===== config.mk =====
export PLATFORM = sky130hd
export DESIGN_NAME = lru_object_cache_directory
export DESIGN_NICKNAME = d
export VERILOG_FILES = /design/src/hdl/lcd_pkg.sv /design/src/hdl/lcd_store.sv /design/src/hdl/lcd_seq.sv /design/src/hdl/lru_object_cache_directory.sv
export SDC_FILE = /design/constraint.sdc
export NUM_CORES = 2
export LEC_CHECK = 0
export BUFFER_PORTS_ARGS = -buffer_cell sky130_fd_sc_hd__buf_2
export CAP_MARGIN = 20
export CORE_MARGIN = 1
export CORE_UTILIZATION = 45
export DETAILED_ROUTE_END_ITERATION = 10
export GPL_TIMING_DRIVEN = 0
export PLACE_DENSITY = 0.62
export SLEW_MARGIN = 15
export SYNTH_ARGS = -nofsm -noshare
export SYNTH_HDL_FRONTEND = slang
export SYNTH_SLANG_ARGS = --single-unit

===== constraint.sdc =====
create_clock -name clock -period 9.1 [get_ports clock]
set_input_delay 0 -clock clock [delete_from_list [all_inputs] [get_ports clock]]
set_output_delay 0 -clock clock [all_outputs]
set_load 0.01 [all_outputs]

===== src/hdl/lcd_pkg.sv =====
// Shared types and constants for the LRU object cache directory.
// Request and response words, operation and status codes, sequencer states.
// No dependencies.
package lcd_pkg;

   localparam int KEY_W  = 64;
   localparam int SIZE_W = 20;
   localparam int WAY_W  = 4;

   localparam logic [SIZE_W-1:0] SIZE_LIMIT_RESET = 20'd102400;

   typedef enum logic {
      FUNC_LOOKUP = 1'b0,
      FUNC_INSERT = 1'b1
   } func_type;

   typedef enum logic [1:0] {
      STATUS_MISS     = 2'd0,
      STATUS_HIT      = 2'd1,
      STATUS_INSERTED = 2'd2,
      STATUS_REJECTED = 2'd3
   } status_type;

   typedef struct packed {
      func_type          func;
      logic [KEY_W-1:0]  obj_key;
      logic [SIZE_W-1:0] obj_bytes;
   } req_type;

   typedef struct packed {
      status_type        status;
      logic [WAY_W-1:0]  way;
      logic [SIZE_W-1:0] hit_size;
   } rsp_type;

   typedef enum logic [1:0] {
      ST_IDLE,
      ST_SCAN,
      ST_DONE
   } state_type;

   // Write controls from the sequencer to the entry store.
   typedef struct packed {
      logic entry_we;   // write key, size and stamp, mark valid
      logic stamp_we;   // write stamp only
   } wr_ctl_type;

endpackage


===== src/hdl/lcd_store.sv =====
// Entry store of the cache directory: key, size and stamp memories plus valid bits.
// One registered read port and one write port. Depends on lcd_pkg.
module lcd_store #(
   parameter int ENTRIES    = 16,
   parameter int KEY_BITS   = 64,
   parameter int STAMP_BITS = 32,
   parameter int IDX_W      = 4
) (
   input  logic                       clock,
   input  logic                       reset,
   input  logic [IDX_W-1:0]           rd_addr,
   input  logic [IDX_W-1:0]           wr_addr,
   input  lcd_pkg::wr_ctl_type        wr_ctl,
   input  logic [KEY_BITS-1:0]        wr_key,
   input  logic [lcd_pkg::SIZE_W-1:0] wr_size,
   input  logic [STAMP_BITS-1:0]      wr_stamp,
   output logic                       rd_valid,
   output logic [KEY_BITS-1:0]        rd_key,
   output logic [lcd_pkg::SIZE_W-1:0] rd_size,
   output logic [STAMP_BITS-1:0]      rd_stamp
);
   import lcd_pkg::*;

   logic [KEY_BITS-1:0]   key_mem   [ENTRIES];
   logic [SIZE_W-1:0]     size_mem  [ENTRIES];
   logic [STAMP_BITS-1:0] stamp_mem [ENTRIES];

   logic [ENTRIES-1:0]    valid_ff;
   logic [ENTRIES-1:0]    valid_in;
   logic                  rd_valid_ff;
   logic [KEY_BITS-1:0]   rd_key_ff;
   logic [SIZE_W-1:0]     rd_size_ff;
   logic [STAMP_BITS-1:0] rd_stamp_ff;

   always_comb begin
      valid_in = valid_ff;
      if (wr_ctl.entry_we) begin
         valid_in[wr_addr] = 1'b1;
      end
   end

   always_ff @(posedge clock) begin
      if (reset) begin
         valid_ff    <= '0;
         rd_valid_ff <= 1'b0;
      end else begin
         valid_ff    <= valid_in;
         rd_valid_ff <= valid_ff[rd_addr];
      end
   end

   always_ff @(posedge clock) begin
      if (wr_ctl.entry_we) begin
         key_mem[wr_addr]  <= wr_key;
         size_mem[wr_addr] <= wr_size;
      end
      if (wr_ctl.entry_we || wr_ctl.stamp_we) begin
         stamp_mem[wr_addr] <= wr_stamp;
      end
   end

   always_ff @(posedge clock) begin
      rd_key_ff   <= key_mem[rd_addr];
      rd_size_ff  <= size_mem[rd_addr];
      rd_stamp_ff <= stamp_mem[rd_addr];
   end

   assign rd_valid = rd_valid_ff;
   assign rd_key   = rd_key_ff;
   assign rd_size  = rd_size_ff;
   assign rd_stamp = rd_stamp_ff;

endmodule


===== src/hdl/lcd_seq.sv =====
// Sequencer of the cache directory: walks the entries one per cycle through a
// single key comparator and stamp comparator, keeps the time counter. Depends on lcd_pkg.
module lcd_seq #(
   parameter int ENTRIES    = 16,
   parameter int KEY_BITS   = 64,
   parameter int STAMP_BITS = 32,
   parameter int IDX_W      = 4
) (
   input  logic                       clock,
   input  logic                       reset,
   input  logic                       start,
   output logic                       busy,
   input  lcd_pkg::req_type           req_word,
   input  logic [lcd_pkg::SIZE_W-1:0] size_limit,
   output logic                       rsp_strobe,
   output lcd_pkg::rsp_type           rsp_word,
   output logic [IDX_W-1:0]           rd_addr,
   output logic [IDX_W-1:0]           wr_addr,
   output lcd_pkg::wr_ctl_type        wr_ctl,
   output logic [KEY_BITS-1:0]        wr_key,
   output logic [lcd_pkg::SIZE_W-1:0] wr_size,
   output logic [STAMP_BITS-1:0]      wr_stamp,
   input  logic                       rd_valid,
   input  logic [KEY_BITS-1:0]        rd_key,
   input  logic [lcd_pkg::SIZE_W-1:0] rd_size,
   input  logic [STAMP_BITS-1:0]      rd_stamp
);
   import lcd_pkg::*;

   localparam logic [IDX_W-1:0]      LAST_IDX  = IDX_W'(ENTRIES - 1);
   localparam logic [STAMP_BITS-1:0] STAMP_TOP = '1;

   state_type             state_ff, state_in;
   logic [IDX_W-1:0]      chk_idx_ff, chk_idx_in;
   func_type              func_ff;
   logic [KEY_BITS-1:0]   key_ff;
   logic [SIZE_W-1:0]     size_ff;
   logic [IDX_W-1:0]      best_idx_ff;
   logic [STAMP_BITS-1:0] best_stamp_ff;
   logic [STAMP_BITS-1:0] time_ff, time_in;
   rsp_type               rsp_word_ff, rsp_word_in;

   logic                  accept;
   logic                  reject;
   logic                  last;
   logic                  key_hit;
   logic                  stamp_less;
   logic [IDX_W-1:0]      cand_idx;
   logic [STAMP_BITS-1:0] cand_stamp;
   logic [STAMP_BITS-1:0] new_time;
   logic                  finish;
   status_type            fin_status;
   logic [IDX_W-1:0]      fin_idx;
   logic [SIZE_W-1:0]     fin_size;

   assign accept = start && (state_ff == ST_IDLE);
   assign reject = (req_word.func == FUNC_INSERT) && (req_word.obj_bytes > size_limit);
   assign last   = (chk_idx_ff == LAST_IDX);

   // Shared compare unit: one key compare and one stamp compare per entry.
   assign key_hit    = rd_valid && (rd_key == key_ff);
   assign stamp_less = (chk_idx_ff == '0) || (rd_stamp < best_stamp_ff);
   assign cand_idx   = stamp_less ? chk_idx_ff : best_idx_ff;
   assign cand_stamp = stamp_less ? rd_stamp : best_stamp_ff;

   // Time counter saturates at its top value.
   assign new_time = (time_ff == STAMP_TOP) ? time_ff : time_ff + 1'b1;

   // Next state
   always_comb begin
      state_in = state_ff;
      unique case (state_ff)
         ST_IDLE: begin
            if (accept) begin
               state_in = reject ? ST_DONE : ST_SCAN;
            end
         end
         ST_SCAN: begin
            if (finish) begin
               state_in = ST_DONE;
            end
         end
         ST_DONE: begin
            state_in = ST_IDLE;
         end
         default: begin
            state_in = ST_IDLE;
         end
      endcase
   end

   // Outputs of the sequencer
   always_comb begin
      rd_addr    = '0;
      wr_ctl     = '0;
      finish     = 1'b0;
      fin_status = STATUS_MISS;
      fin_idx    = chk_idx_ff;
      fin_size   = '0;
      unique case (state_ff)
         ST_IDLE: begin
            rd_addr = '0;
         end
         ST_SCAN: begin
            // Prefetch the next entry; hold on the last one.
            rd_addr = last ? chk_idx_ff : IDX_W'(chk_idx_ff + 1'b1);
            if (func_ff == FUNC_LOOKUP) begin
               if (key_hit) begin
                  finish          = 1'b1;
                  fin_status      = STATUS_HIT;
                  fin_size        = rd_size;
                  wr_ctl.stamp_we = 1'b1;
               end else if (last) begin
                  finish     = 1'b1;
                  fin_status = STATUS_MISS;
               end
            end else begin
               if (!rd_valid) begin
                  finish          = 1'b1;
                  fin_status      = STATUS_INSERTED;
                  wr_ctl.entry_we = 1'b1;
               end else if (last) begin
                  finish          = 1'b1;
                  fin_status      = STATUS_INSERTED;
                  fin_idx         = cand_idx;
                  wr_ctl.entry_we = 1'b1;
               end
            end
         end
         ST_DONE: begin
            rd_addr = '0;
         end
         default: begin
            rd_addr = '0;
         end
      endcase
   end

   assign wr_addr  = fin_idx;
   assign wr_key   = key_ff;
   assign wr_size  = size_ff;
   assign wr_stamp = new_time;

   always_comb begin
      time_in     = time_ff;
      rsp_word_in = rsp_word_ff;
      if (accept && reject) begin
         rsp_word_in.status   = STATUS_REJECTED;
         rsp_word_in.way      = '0;
         rsp_word_in.hit_size = '0;
      end else if (finish) begin
         rsp_word_in.status   = fin_status;
         rsp_word_in.way      = (fin_status == STATUS_MISS) ? '0 : WAY_W'(fin_idx);
         rsp_word_in.hit_size = fin_size;
         if (fin_status != STATUS_MISS) begin
            time_in = new_time;
         end
      end
   end

   always_comb begin
      chk_idx_in = chk_idx_ff;
      if (state_ff == ST_SCAN) begin
         if (!last) begin
            chk_idx_in = IDX_W'(chk_idx_ff + 1'b1);
         end
      end else begin
         chk_idx_in = '0;
      end
   end

   always_ff @(posedge clock) begin
      if (reset) begin
         state_ff   <= ST_IDLE;
         chk_idx_ff <= '0;
         time_ff    <= '0;
      end else begin
         state_ff   <= state_in;
         chk_idx_ff <= chk_idx_in;
         time_ff    <= time_in;
      end
   end

   always_ff @(posedge clock) begin
      if (accept) begin
         func_ff <= req_word.func;
         key_ff  <= KEY_BITS'(req_word.obj_key);
         size_ff <= req_word.obj_bytes;
      end
      if (state_ff == ST_SCAN) begin
         best_idx_ff   <= cand_idx;
         best_stamp_ff <= cand_stamp;
      end
      rsp_word_ff <= rsp_word_in;
   end

   assign busy       = (state_ff != ST_IDLE);
   assign rsp_strobe = (state_ff == ST_DONE);
   assign rsp_word   = rsp_word_ff;

   a_strobe_while_busy: assert property (@(posedge clock) disable iff (reset)
      rsp_strobe |-> busy)
      else $error("response strobe outside a busy period");

   a_accept_goes_busy: assert property (@(posedge clock) disable iff (reset)
      (start && !busy) |=> busy)
      else $error("accepted word did not start the sequencer");

   a_strobe_frees: assert property (@(posedge clock) disable iff (reset)
      rsp_strobe |=> !busy)
      else $error("sequencer stayed busy after the response");

   a_time_monotonic: assert property (@(posedge clock) disable iff (reset)
      !$past(reset) |-> (time_ff >= $past(time_ff)))
      else $error("time counter went backward");

   a_reject_is_insert: assert property (@(posedge clock) disable iff (reset)
      (rsp_strobe && (rsp_word.status == STATUS_REJECTED)) |-> (func_ff == FUNC_INSERT))
      else $error("reject reported for a lookup");

endmodule


===== src/hdl/lru_object_cache_directory.sv =====
// A lookup or insert walks the entries from way 0, one entry read per cycle
// from the store, and strobes its response from ST_DONE when the walk ends; a
// rejected insert strobes its response in the cycle after start is accepted.
// The block takes no new word until it is idle again after the response.
// Synchronous reset clears all entries to invalid, the time counter to zero and
// size_limit to 102400. The receiver cannot stall; each response shows one cycle.
module lru_object_cache_directory #(
   parameter int ENTRIES    = 16,
   parameter int KEY_BITS   = 64,
   parameter int STAMP_BITS = 32
) (
   input  logic                       clock,
   input  logic                       reset,
   input  logic                       start,
   output logic                       busy,
   input  lcd_pkg::req_type           req_word,
   output logic                       rsp_strobe,
   output lcd_pkg::rsp_type           rsp_word,
   input  logic                       csr_valid,
   output logic                       csr_ready,
   input  logic [lcd_pkg::SIZE_W-1:0] csr_data
);
   import lcd_pkg::*;

   localparam int IDX_W = (ENTRIES > 1) ? $clog2(ENTRIES) : 1;

   logic [SIZE_W-1:0]     size_limit_ff;
   logic [SIZE_W-1:0]     size_limit_in;

   logic [IDX_W-1:0]      rd_addr;
   logic [IDX_W-1:0]      wr_addr;
   wr_ctl_type            wr_ctl;
   logic [KEY_BITS-1:0]   wr_key;
   logic [SIZE_W-1:0]     wr_size;
   logic [STAMP_BITS-1:0] wr_stamp;
   logic                  rd_valid;
   logic [KEY_BITS-1:0]   rd_key;
   logic [SIZE_W-1:0]     rd_size;
   logic [STAMP_BITS-1:0] rd_stamp;

   assign csr_ready     = !busy;
   assign size_limit_in = (csr_valid && csr_ready) ? csr_data : size_limit_ff;

   always_ff @(posedge clock) begin
      if (reset) begin
         size_limit_ff <= SIZE_LIMIT_RESET;
      end else begin
         size_limit_ff <= size_limit_in;
      end
   end

   lcd_seq #(
      .ENTRIES    (ENTRIES),
      .KEY_BITS   (KEY_BITS),
      .STAMP_BITS (STAMP_BITS),
      .IDX_W      (IDX_W)
   ) u_seq (
      .clock      (clock),
      .reset      (reset),
      .start      (start),
      .busy       (busy),
      .req_word   (req_word),
      .size_limit (size_limit_ff),
      .rsp_strobe (rsp_strobe),
      .rsp_word   (rsp_word),
      .rd_addr    (rd_addr),
      .wr_addr    (wr_addr),
      .wr_ctl     (wr_ctl),
      .wr_key     (wr_key),
      .wr_size    (wr_size),
      .wr_stamp   (wr_stamp),
      .rd_valid   (rd_valid),
      .rd_key     (rd_key),
      .rd_size    (rd_size),
      .rd_stamp   (rd_stamp)
   );

   lcd_store #(
      .ENTRIES    (ENTRIES),
      .KEY_BITS   (KEY_BITS),
      .STAMP_BITS (STAMP_BITS),
      .IDX_W      (IDX_W)
   ) u_store (
      .clock    (clock),
      .reset    (reset),
      .rd_addr  (rd_addr),
      .wr_addr  (wr_addr),
      .wr_ctl   (wr_ctl),
      .wr_key   (wr_key),
      .wr_size  (wr_size),
      .wr_stamp (wr_stamp),
      .rd_valid (rd_valid),
      .rd_key   (rd_key),
      .rd_size  (rd_size),
      .rd_stamp (rd_stamp)
   );

endmodule


* Yosys cells after proc, flatten, opt, wreduce, memory -nomap -nowiden
Memory sizes are Yosys's and may differ from the RTL's. A register that Yosys moved wholly into a read port is not among the register bits.
Index checks and enable logic that the tools add are counted.
** Operators by class
- Mux-type cells :: 38
- Equal/unequal tests :: 7
- Reduce and logical (&&, ||, !) cells :: 17
- Add/sub/neg operators :: 2
- Bitwise gates (word level) :: 2
- Order comparisons :: 5
** Operator list (count)
- 64-bit == test :: 1
- 20-bit two-way mux :: 3
- 32-bit by 1-bit adder with 32-bit output (second input constant) :: 1
- 32-bit == test (second input constant) :: 1
- 32-bit < comparator :: 1
- 32-bit two-way mux :: 1
- 4-bit two-way mux :: 8
- 20-bit greater-than comparator :: 1
- 2-bit two-way mux :: 8
- 16-bit bitwise OR :: 1
- 1-bit two-way mux :: 15
- 4-bit by 5-bit < comparator with 1-bit output (second input constant) :: 2
- 1-bit logical AND :: 6
- 4-bit by 1-bit adder with 4-bit output (second input constant) :: 1
- 1-bit binary-select mux with 4-bit select :: 1
- 1-bit demux with 4-bit select :: 1
- 4-bit == test (second input constant) :: 1
- 4-bit by 1-bit greater-or-equal comparator with 1-bit output (second input constant) :: 1
- 2-bit zero test :: 2
- 4-bit zero test :: 1
- 2-bit by 1-bit != test with 1-bit output (second input constant) :: 2
- 2-bit one-hot mux with 2 select lines :: 1
- 2-bit AND reduction :: 2
- 2-bit nonzero test :: 2
- other kinds (6) :: 7
** Word-level totals
- Flip-flop bits (word level) :: 222
- Logic and storage cells :: 88
- Input port bits :: 109
- Bits in writable memories :: 1856
- Memories :: 3
- Output and inout bits :: 29
** Memories
- u_store.key_mem :: words 16, bits a word 64, rd ports 1, clocked after Yosys merged registers in 1, write ports 1, line lcd_store.sv:24 : logic [KEY_BITS-1:0] key_mem [ENTRIES];
- u_store.stamp_mem :: words 16, bits a word 32, rd ports 1, clocked after Yosys merged registers in 1, write ports 1, line lcd_store.sv:26 : logic [STAMP_BITS-1:0] stamp_mem [ENTRIES];
- u_store.size_mem :: words 16, bits a word 20, rd ports 1, clocked after Yosys merged registers in 1, write ports 1, line lcd_store.sv:25 : logic [SIZE_W-1:0] size_mem [ENTRIES];

* Logic depth before layout (Yosys ltp)
- Depth in word-level cells :: 12
- Depth in mapped cells :: 11
- Gate-level depth less buffers :: 9

* Cells and area by module
A second synthesis with hierarchy kept.
** Unflattened totals
- Cells, all modules :: 3888
- Area, all modules :: 82505.4 sq um
** Modules (own cells, without submodules)
- lcd_store :: area each 72250.5 sq um, instances 1, seq. area each 58396.0 sq um, cells each 2943
- lcd_seq :: area each 9364.0 sq um, instances 1, seq. area each 4914.7 sq um, cells each 855
- lru_object_cache_directory :: area each 890.9 sq um, instances 1, seq. area each 400.4 sq um, cells each 90

* Worst setup path before layout
No wires, ideal clock.
- Path type :: register -> register
- Start point :: reg u_seq.best_stamp_ff[31]
- End point :: mem u_store.key_mem[7][0], enable pin
- Clock period less this slack :: 8545 ps
- Data arrival time :: 7916 ps
- Stages on the path, launching flop included :: 11
- Library setup time :: 629 ps
- Buffers on the path :: 2
- Data required time :: 8471 ps
- Path slack :: 555 ps
- Cell sequence :: edfxtp_1 -> inv_1 -> ha_1 -> nand4_2 -> or4_1 -> buf_6 -> a21oi_4 -> o21bai_4 -> mux2_4 -> buf_6 -> nor3_1
** Between the ends
- Cells in the longest elaborated chain, start to end :: 7
** Ends and longest elaborated chain
- start: declaration :: line lcd_seq.sv:39 : logic [STAMP_BITS-1:0] best_stamp_ff;
- start signal: assignment :: line lcd_seq.sv:192 : best_stamp_ff <= cand_stamp;
- 32-bit < comparator :: line lcd_seq.sv:62 : assign stamp_less = (chk_idx_ff == '0) || (rd_stamp < best_stamp_ff);
- 1-bit logical OR :: line lcd_seq.sv:62
- 4-bit two-way mux :: line lcd_seq.sv:63 : assign cand_idx = stamp_less ? chk_idx_ff : best_idx_ff;
- 4-bit two-way mux :: line lcd_seq.sv:122 : end else if (last) begin
- 4-bit two-way mux :: line lcd_seq.sv:118 : if (!rd_valid) begin
- 4-bit two-way mux :: line lcd_seq.sv:107 : if (func_ff == FUNC_LOOKUP) begin
- 4-bit two-way mux :: line lcd_seq.sv:100 : unique case (state_ff)
- end: declaration :: line lcd_store.sv:24
No other way between the ends.

* Worst setup path in the final report
- Start point :: reg u_seq.key_ff[47] (netlist: u_seq.wr_key[47])
- End point :: mem u_store.stamp_mem[12][14], enable pin
** Between the ends
- Cells in the longest elaborated chain, start to end :: 8
** Ends and longest elaborated chain
- start: declaration :: line lcd_seq.sv:36 : logic [KEY_BITS-1:0] key_ff;
- start signal: assignment :: line lcd_seq.sv:187 : key_ff <= KEY_BITS'(req_word.obj_key);
- 64-bit == test :: line lcd_seq.sv:61 : assign key_hit = rd_valid && (rd_key == key_ff);
- 1-bit logical AND :: line lcd_seq.sv:61
- 1-bit two-way mux :: line lcd_seq.sv:108 : if (key_hit) begin
- 1-bit two-way mux :: line lcd_seq.sv:107
- 2-bit two-way mux :: line lcd_seq.sv:100
- 1-bit logical OR :: line lcd_store.sv:57 : if (wr_ctl.entry_we || wr_ctl.stamp_we) begin
- 1-bit two-way mux :: line lcd_store.sv:57
- 1-bit two-way mux (not written as such) :: line lcd_store.sv:58 : stamp_mem[wr_addr] <= wr_stamp;
- end: declaration :: line lcd_store.sv:26
No other way between the ends.

==> flow_summary.yaml <==
outcome:
  status: "finished, final reports clean"
floorplan:
  effective_utilization_at_floorplan: 0.453
  io_pins: 138
  die_area_um2: 193000
  floorplan.die.width_um: 440
  std_cell_rows: 160
  design.core.area_um2: 190000
  die-height_um: 440
final_layout:
  areaGrowthSynthToFinish_pct: 19.3
  design_area_um2: 103000
  fill_cells: 15600
  num-nets-final: 7720
  share_of_cells_above_drive_strength_1: 0.115
critical_path:
  setup.reg_to_reg.worst_slack_ns: 3.50
  critical_path.reg2reg.startpoint: "u_seq.wr_key[47]"
  logic_depth_of_the_worst_register_to_register_path: 13
  startpoint_type: "flop"
  endpoint: "u_store.stamp_mem[12][14]"
  critical_path_capture_point_type: "flop"
  crit-reg2reg-capture: "u_store.stamp_mem[12][14]"
  worstPathArrival_ns: 6.14
  timing.critical_path.required_ns: 9.64
  timing_worst_setup_path_type: "flop to flop"
  worstPathMaxFanout: 17
  critical_path.startpoint: "u_seq.wr_key[47]"
logic_synthesis:
  adder_and_majority_cell_fraction_of_the_synthesized_area: 0.00783
  synth_compound_gate_area_share: 0.0488
  netlist_area_um2: 86200
  synth_fp_nets: 6924
  post_synth_xor_area_fraction: 0.00772
  edff_count_synth: 1977
  synth.yosys.seq_area_share: 0.739
  netlist_instances: 6761
  synthFlopType: "sky130_fd_sc_hd__edfxtp_1"
  yosys.area_share.simple: 0.167
  top_post_synthesis_cells_by_count: "sky130_fd_sc_hd__edfxtp_1, sky130_fd_sc_hd__nand2_1, sky130_fd_sc_hd__nand3_1"
  synth.most_common_cell: "sky130_fd_sc_hd__edfxtp_1"
  register_bit_count_reported_by_yosys: 2194
  post_synth_mux_area_share: 0.00499
  post_synthesis_cell_type_count: 68
  ys_async_sr_fraction: 0
  synth_area_leader_cell: "sky130_fd_sc_hd__edfxtp_1"
  netlist.area_leader.share: 0.688
  combinational_family_with_the_most_area_after_synthesis: "simple AND/OR/NAND/NOR gates"
  synthTopCellsByArea: "sky130_fd_sc_hd__edfxtp_1, sky130_fd_sc_hd__nand2_1, sky130_fd_sc_hd__nand3_1, sky130_fd_sc_hd__dfxtp_1, sky130_fd_sc_hd__a311oi_1"
  postSynthAreaPerCell_um2: 12.8
  ys.warnings.count: 0
global_routing:
  first_global_vias: 56300
  wire_length_of_the_first_global_routing_pass_um: 368000
  grt_remaining_overflow: 0
  grt-busiest-layer: "met2"
  global_route.usage.met3: 0.0446
  grt_antenna_before_repair: 22
  maximum_number_of_pins_on_one_net_before_global_route_repair: 54
  grt.total_usage: 0.257
  met2_usage: 0.419
  gr-usage-met1: 0.335
route:
  num_vias: 58000
  detailedRoute.firstPassIterationCount: 6
  dr.first_iter.drc_count: 6443
  route.detailed.wl_per_inst_um: 24.3
  wl_um: 250000
  vias_per_cell: 5.65
  antenna_violating_nets_remaining: 0
  drt_drc_violations_left: 0
placement:
  placed_area_um2: 92900
  place_hpwl_um: 173000
  placement.io_buffers: 136
  globalplace.congestion: 0.906
sta:
  report.final.slew_viol_count: 0
  max-slew-margin-rel: 0.219
  hold_fails_final_rpt: 0
  clock_skew_ns: 0.0545
  rsz_0062_raised_after_global_routing: "false"
  post-route-period-util: 0.616
  tightest_slew_ns: 1.17
  clock.fmax_ghz: 0.178
  setup-tns-final_ns: 0
  finalWorstPathRequiredPeriod_ns: 5.60
  setup_violations_final: 0
clock_tree:
  cts-resized-gates: 0
  cts.repair_timing.setup_buffer_count: 0
  clock_sink_count: 2194
  cts_max_path_buffers: 3
  cts_root_buf: "sky130_fd_sc_hd__clkbuf_16"
  clkSlewWorstSetupHoldPaths_ns: 0.07
  worst_skew_pair.late_latency_ns: 0.89
  h-tree-depth: 4
  tritoncts_clock_tree: "yes"
  cts_made_buffers: 215
  cts_hold_buf: 250
run:
  maxCapViolCount: 0
power_and_ir_drop:
  power.density_cell_area_nw_per_um2: 215
  irDropWorstVdd_mv: 0.222
  p_leak_nw: 36.2
worst_hold_path:
  min_path_type: "input pin to flop"
==> layout by cell type, fill, tap and decap left out, types with 87 or more instances in the layout <==
cell	netlist	layout
sky130_fd_sc_hd__a21oi_1	88	87
sky130_fd_sc_hd__a311oi_1	235	235
sky130_fd_sc_hd__a31oi_1	121	121
sky130_fd_sc_hd__and3_1	121	121
sky130_fd_sc_hd__buf_2	98	262
sky130_fd_sc_hd__clkbuf_1	301	327
sky130_fd_sc_hd__clkbuf_16	0	217
sky130_fd_sc_hd__dfxtp_1	217	217
sky130_fd_sc_hd__dlygate4sd3_1	0	250
sky130_fd_sc_hd__edfxtp_1	1977	1977
sky130_fd_sc_hd__nand2_1	1960	1960
sky130_fd_sc_hd__nand3_1	955	955
==> worst max-delay path: stages, from the launching register on <==
cell	delay (ns)
sky130_fd_sc_hd__edfxtp_1	0.74
sky130_fd_sc_hd__xor2_1	0.40
sky130_fd_sc_hd__nor4_1	0.35
sky130_fd_sc_hd__nand4_1	0.18
sky130_fd_sc_hd__nor4_1	0.61
sky130_fd_sc_hd__and3_1	0.23
sky130_fd_sc_hd__buf_2	0.24
sky130_fd_sc_hd__nor2_1	0.26
sky130_fd_sc_hd__clkbuf_1	0.38
sky130_fd_sc_hd__nor4_2	0.86
sky130_fd_sc_hd__buf_6	0.24
sky130_fd_sc_hd__buf_2	0.22
sky130_fd_sc_hd__buf_2	0.26
sky130_fd_sc_hd__buf_2	0.25
==> layout make-up <==
type	instances	area [µm²]	area share
Clock inverter	117	1360	0.0133
Multi-Input combinational cell	4045	20800	0.202
Inverter	84	320	0.00311
Sequential cell	2194	63700	0.619
Buffer	438	1820	0.0177
Clock buffer	293	6000	0.0583
Tap cell	2511	3140	0.0305
Antenna cell	13	32.5	0.000316
Timing Repair Buffer	579	5690	0.0553
==> sequential cells by signal, summed over array words and instances, names as in the netlist <==
register,cells
u_store.rd_size,20
u_seq.best_stamp_ff,32
u_seq.best_idx_ff,4
u_store.size_mem,320
u_seq.state_ff,2
u_store.rd_stamp,32
u_store.rd_key,64
u_seq.rsp_word,26
u_seq.func_ff,1
u_store.key_mem,1024
u_seq.chk_idx_ff,4
u_seq.time_ff,32
u_store.stamp_mem,512
u_store.rd_valid,1
u_seq.wr_key,64
size_limit_ff,20
u_store.valid_ff,16
u_seq.wr_size,20
==> layer usage <==
layer,wire length [µm],part of all wire,vias up
li1,-,-,26300
met1,99300,0.40,28600
met2,119000,0.48,2504
met3,19000,0.076,579
met4,12400,0.050,6
met5,43,0.00017,-
==> report_power, final <==
group | total, mW | leakage (nW) | switching, mW | internal, mW
registers | 11.4 | 19.9 | 0.218 | 11.1
logic | 1.51 | 12.7 | 1.02 | 0.490
clock network | 9.22 | 3.60 | 3.93 | 5.30
==> kinds of logic after synthesis <==
logic type | count (synthesis)
buf+inv | 522
fa+ha+maj | 54
mux | 38
compound gates | 570
xor+xnor | 76
flops | 2194
simple gates | 3307
==> worst min path at each step <==
stage                  from           endpoint  slack, ns  depth (start not counted)
5_1_grt               start  u_seq.state_ff[0]       0.16                          5
3_5_place_dp   req_word[38]   u_seq.wr_key[18]       0.18                          1
6_report              start  u_seq.state_ff[0]       0.16                          5
4_1_cts               start  u_seq.state_ff[0]       0.09                          5
3_3_place_gp   req_word[36]   u_seq.wr_key[16]       0.18                          1
2_1_floorplan  req_word[84]      u_seq.func_ff        0.1                          0
==> metrics by stage <==
stage               power (mW)  cells  setup WS (ns)  utilization  hold WS [ns]
floorplan                 12.3   6761          0.555            -        0.0989
global placement          12.9   9408          -5.52        0.474         0.176
detailed placement        13.0   9598           3.71        0.488         0.178
CTS                       22.2  10300           3.65        0.540        0.0900
global route              22.7  10300           3.33        0.541         0.162
finish                    22.1  10300           3.50        0.541         0.164
No activity file was read; power rests on OpenSTA's default activity.
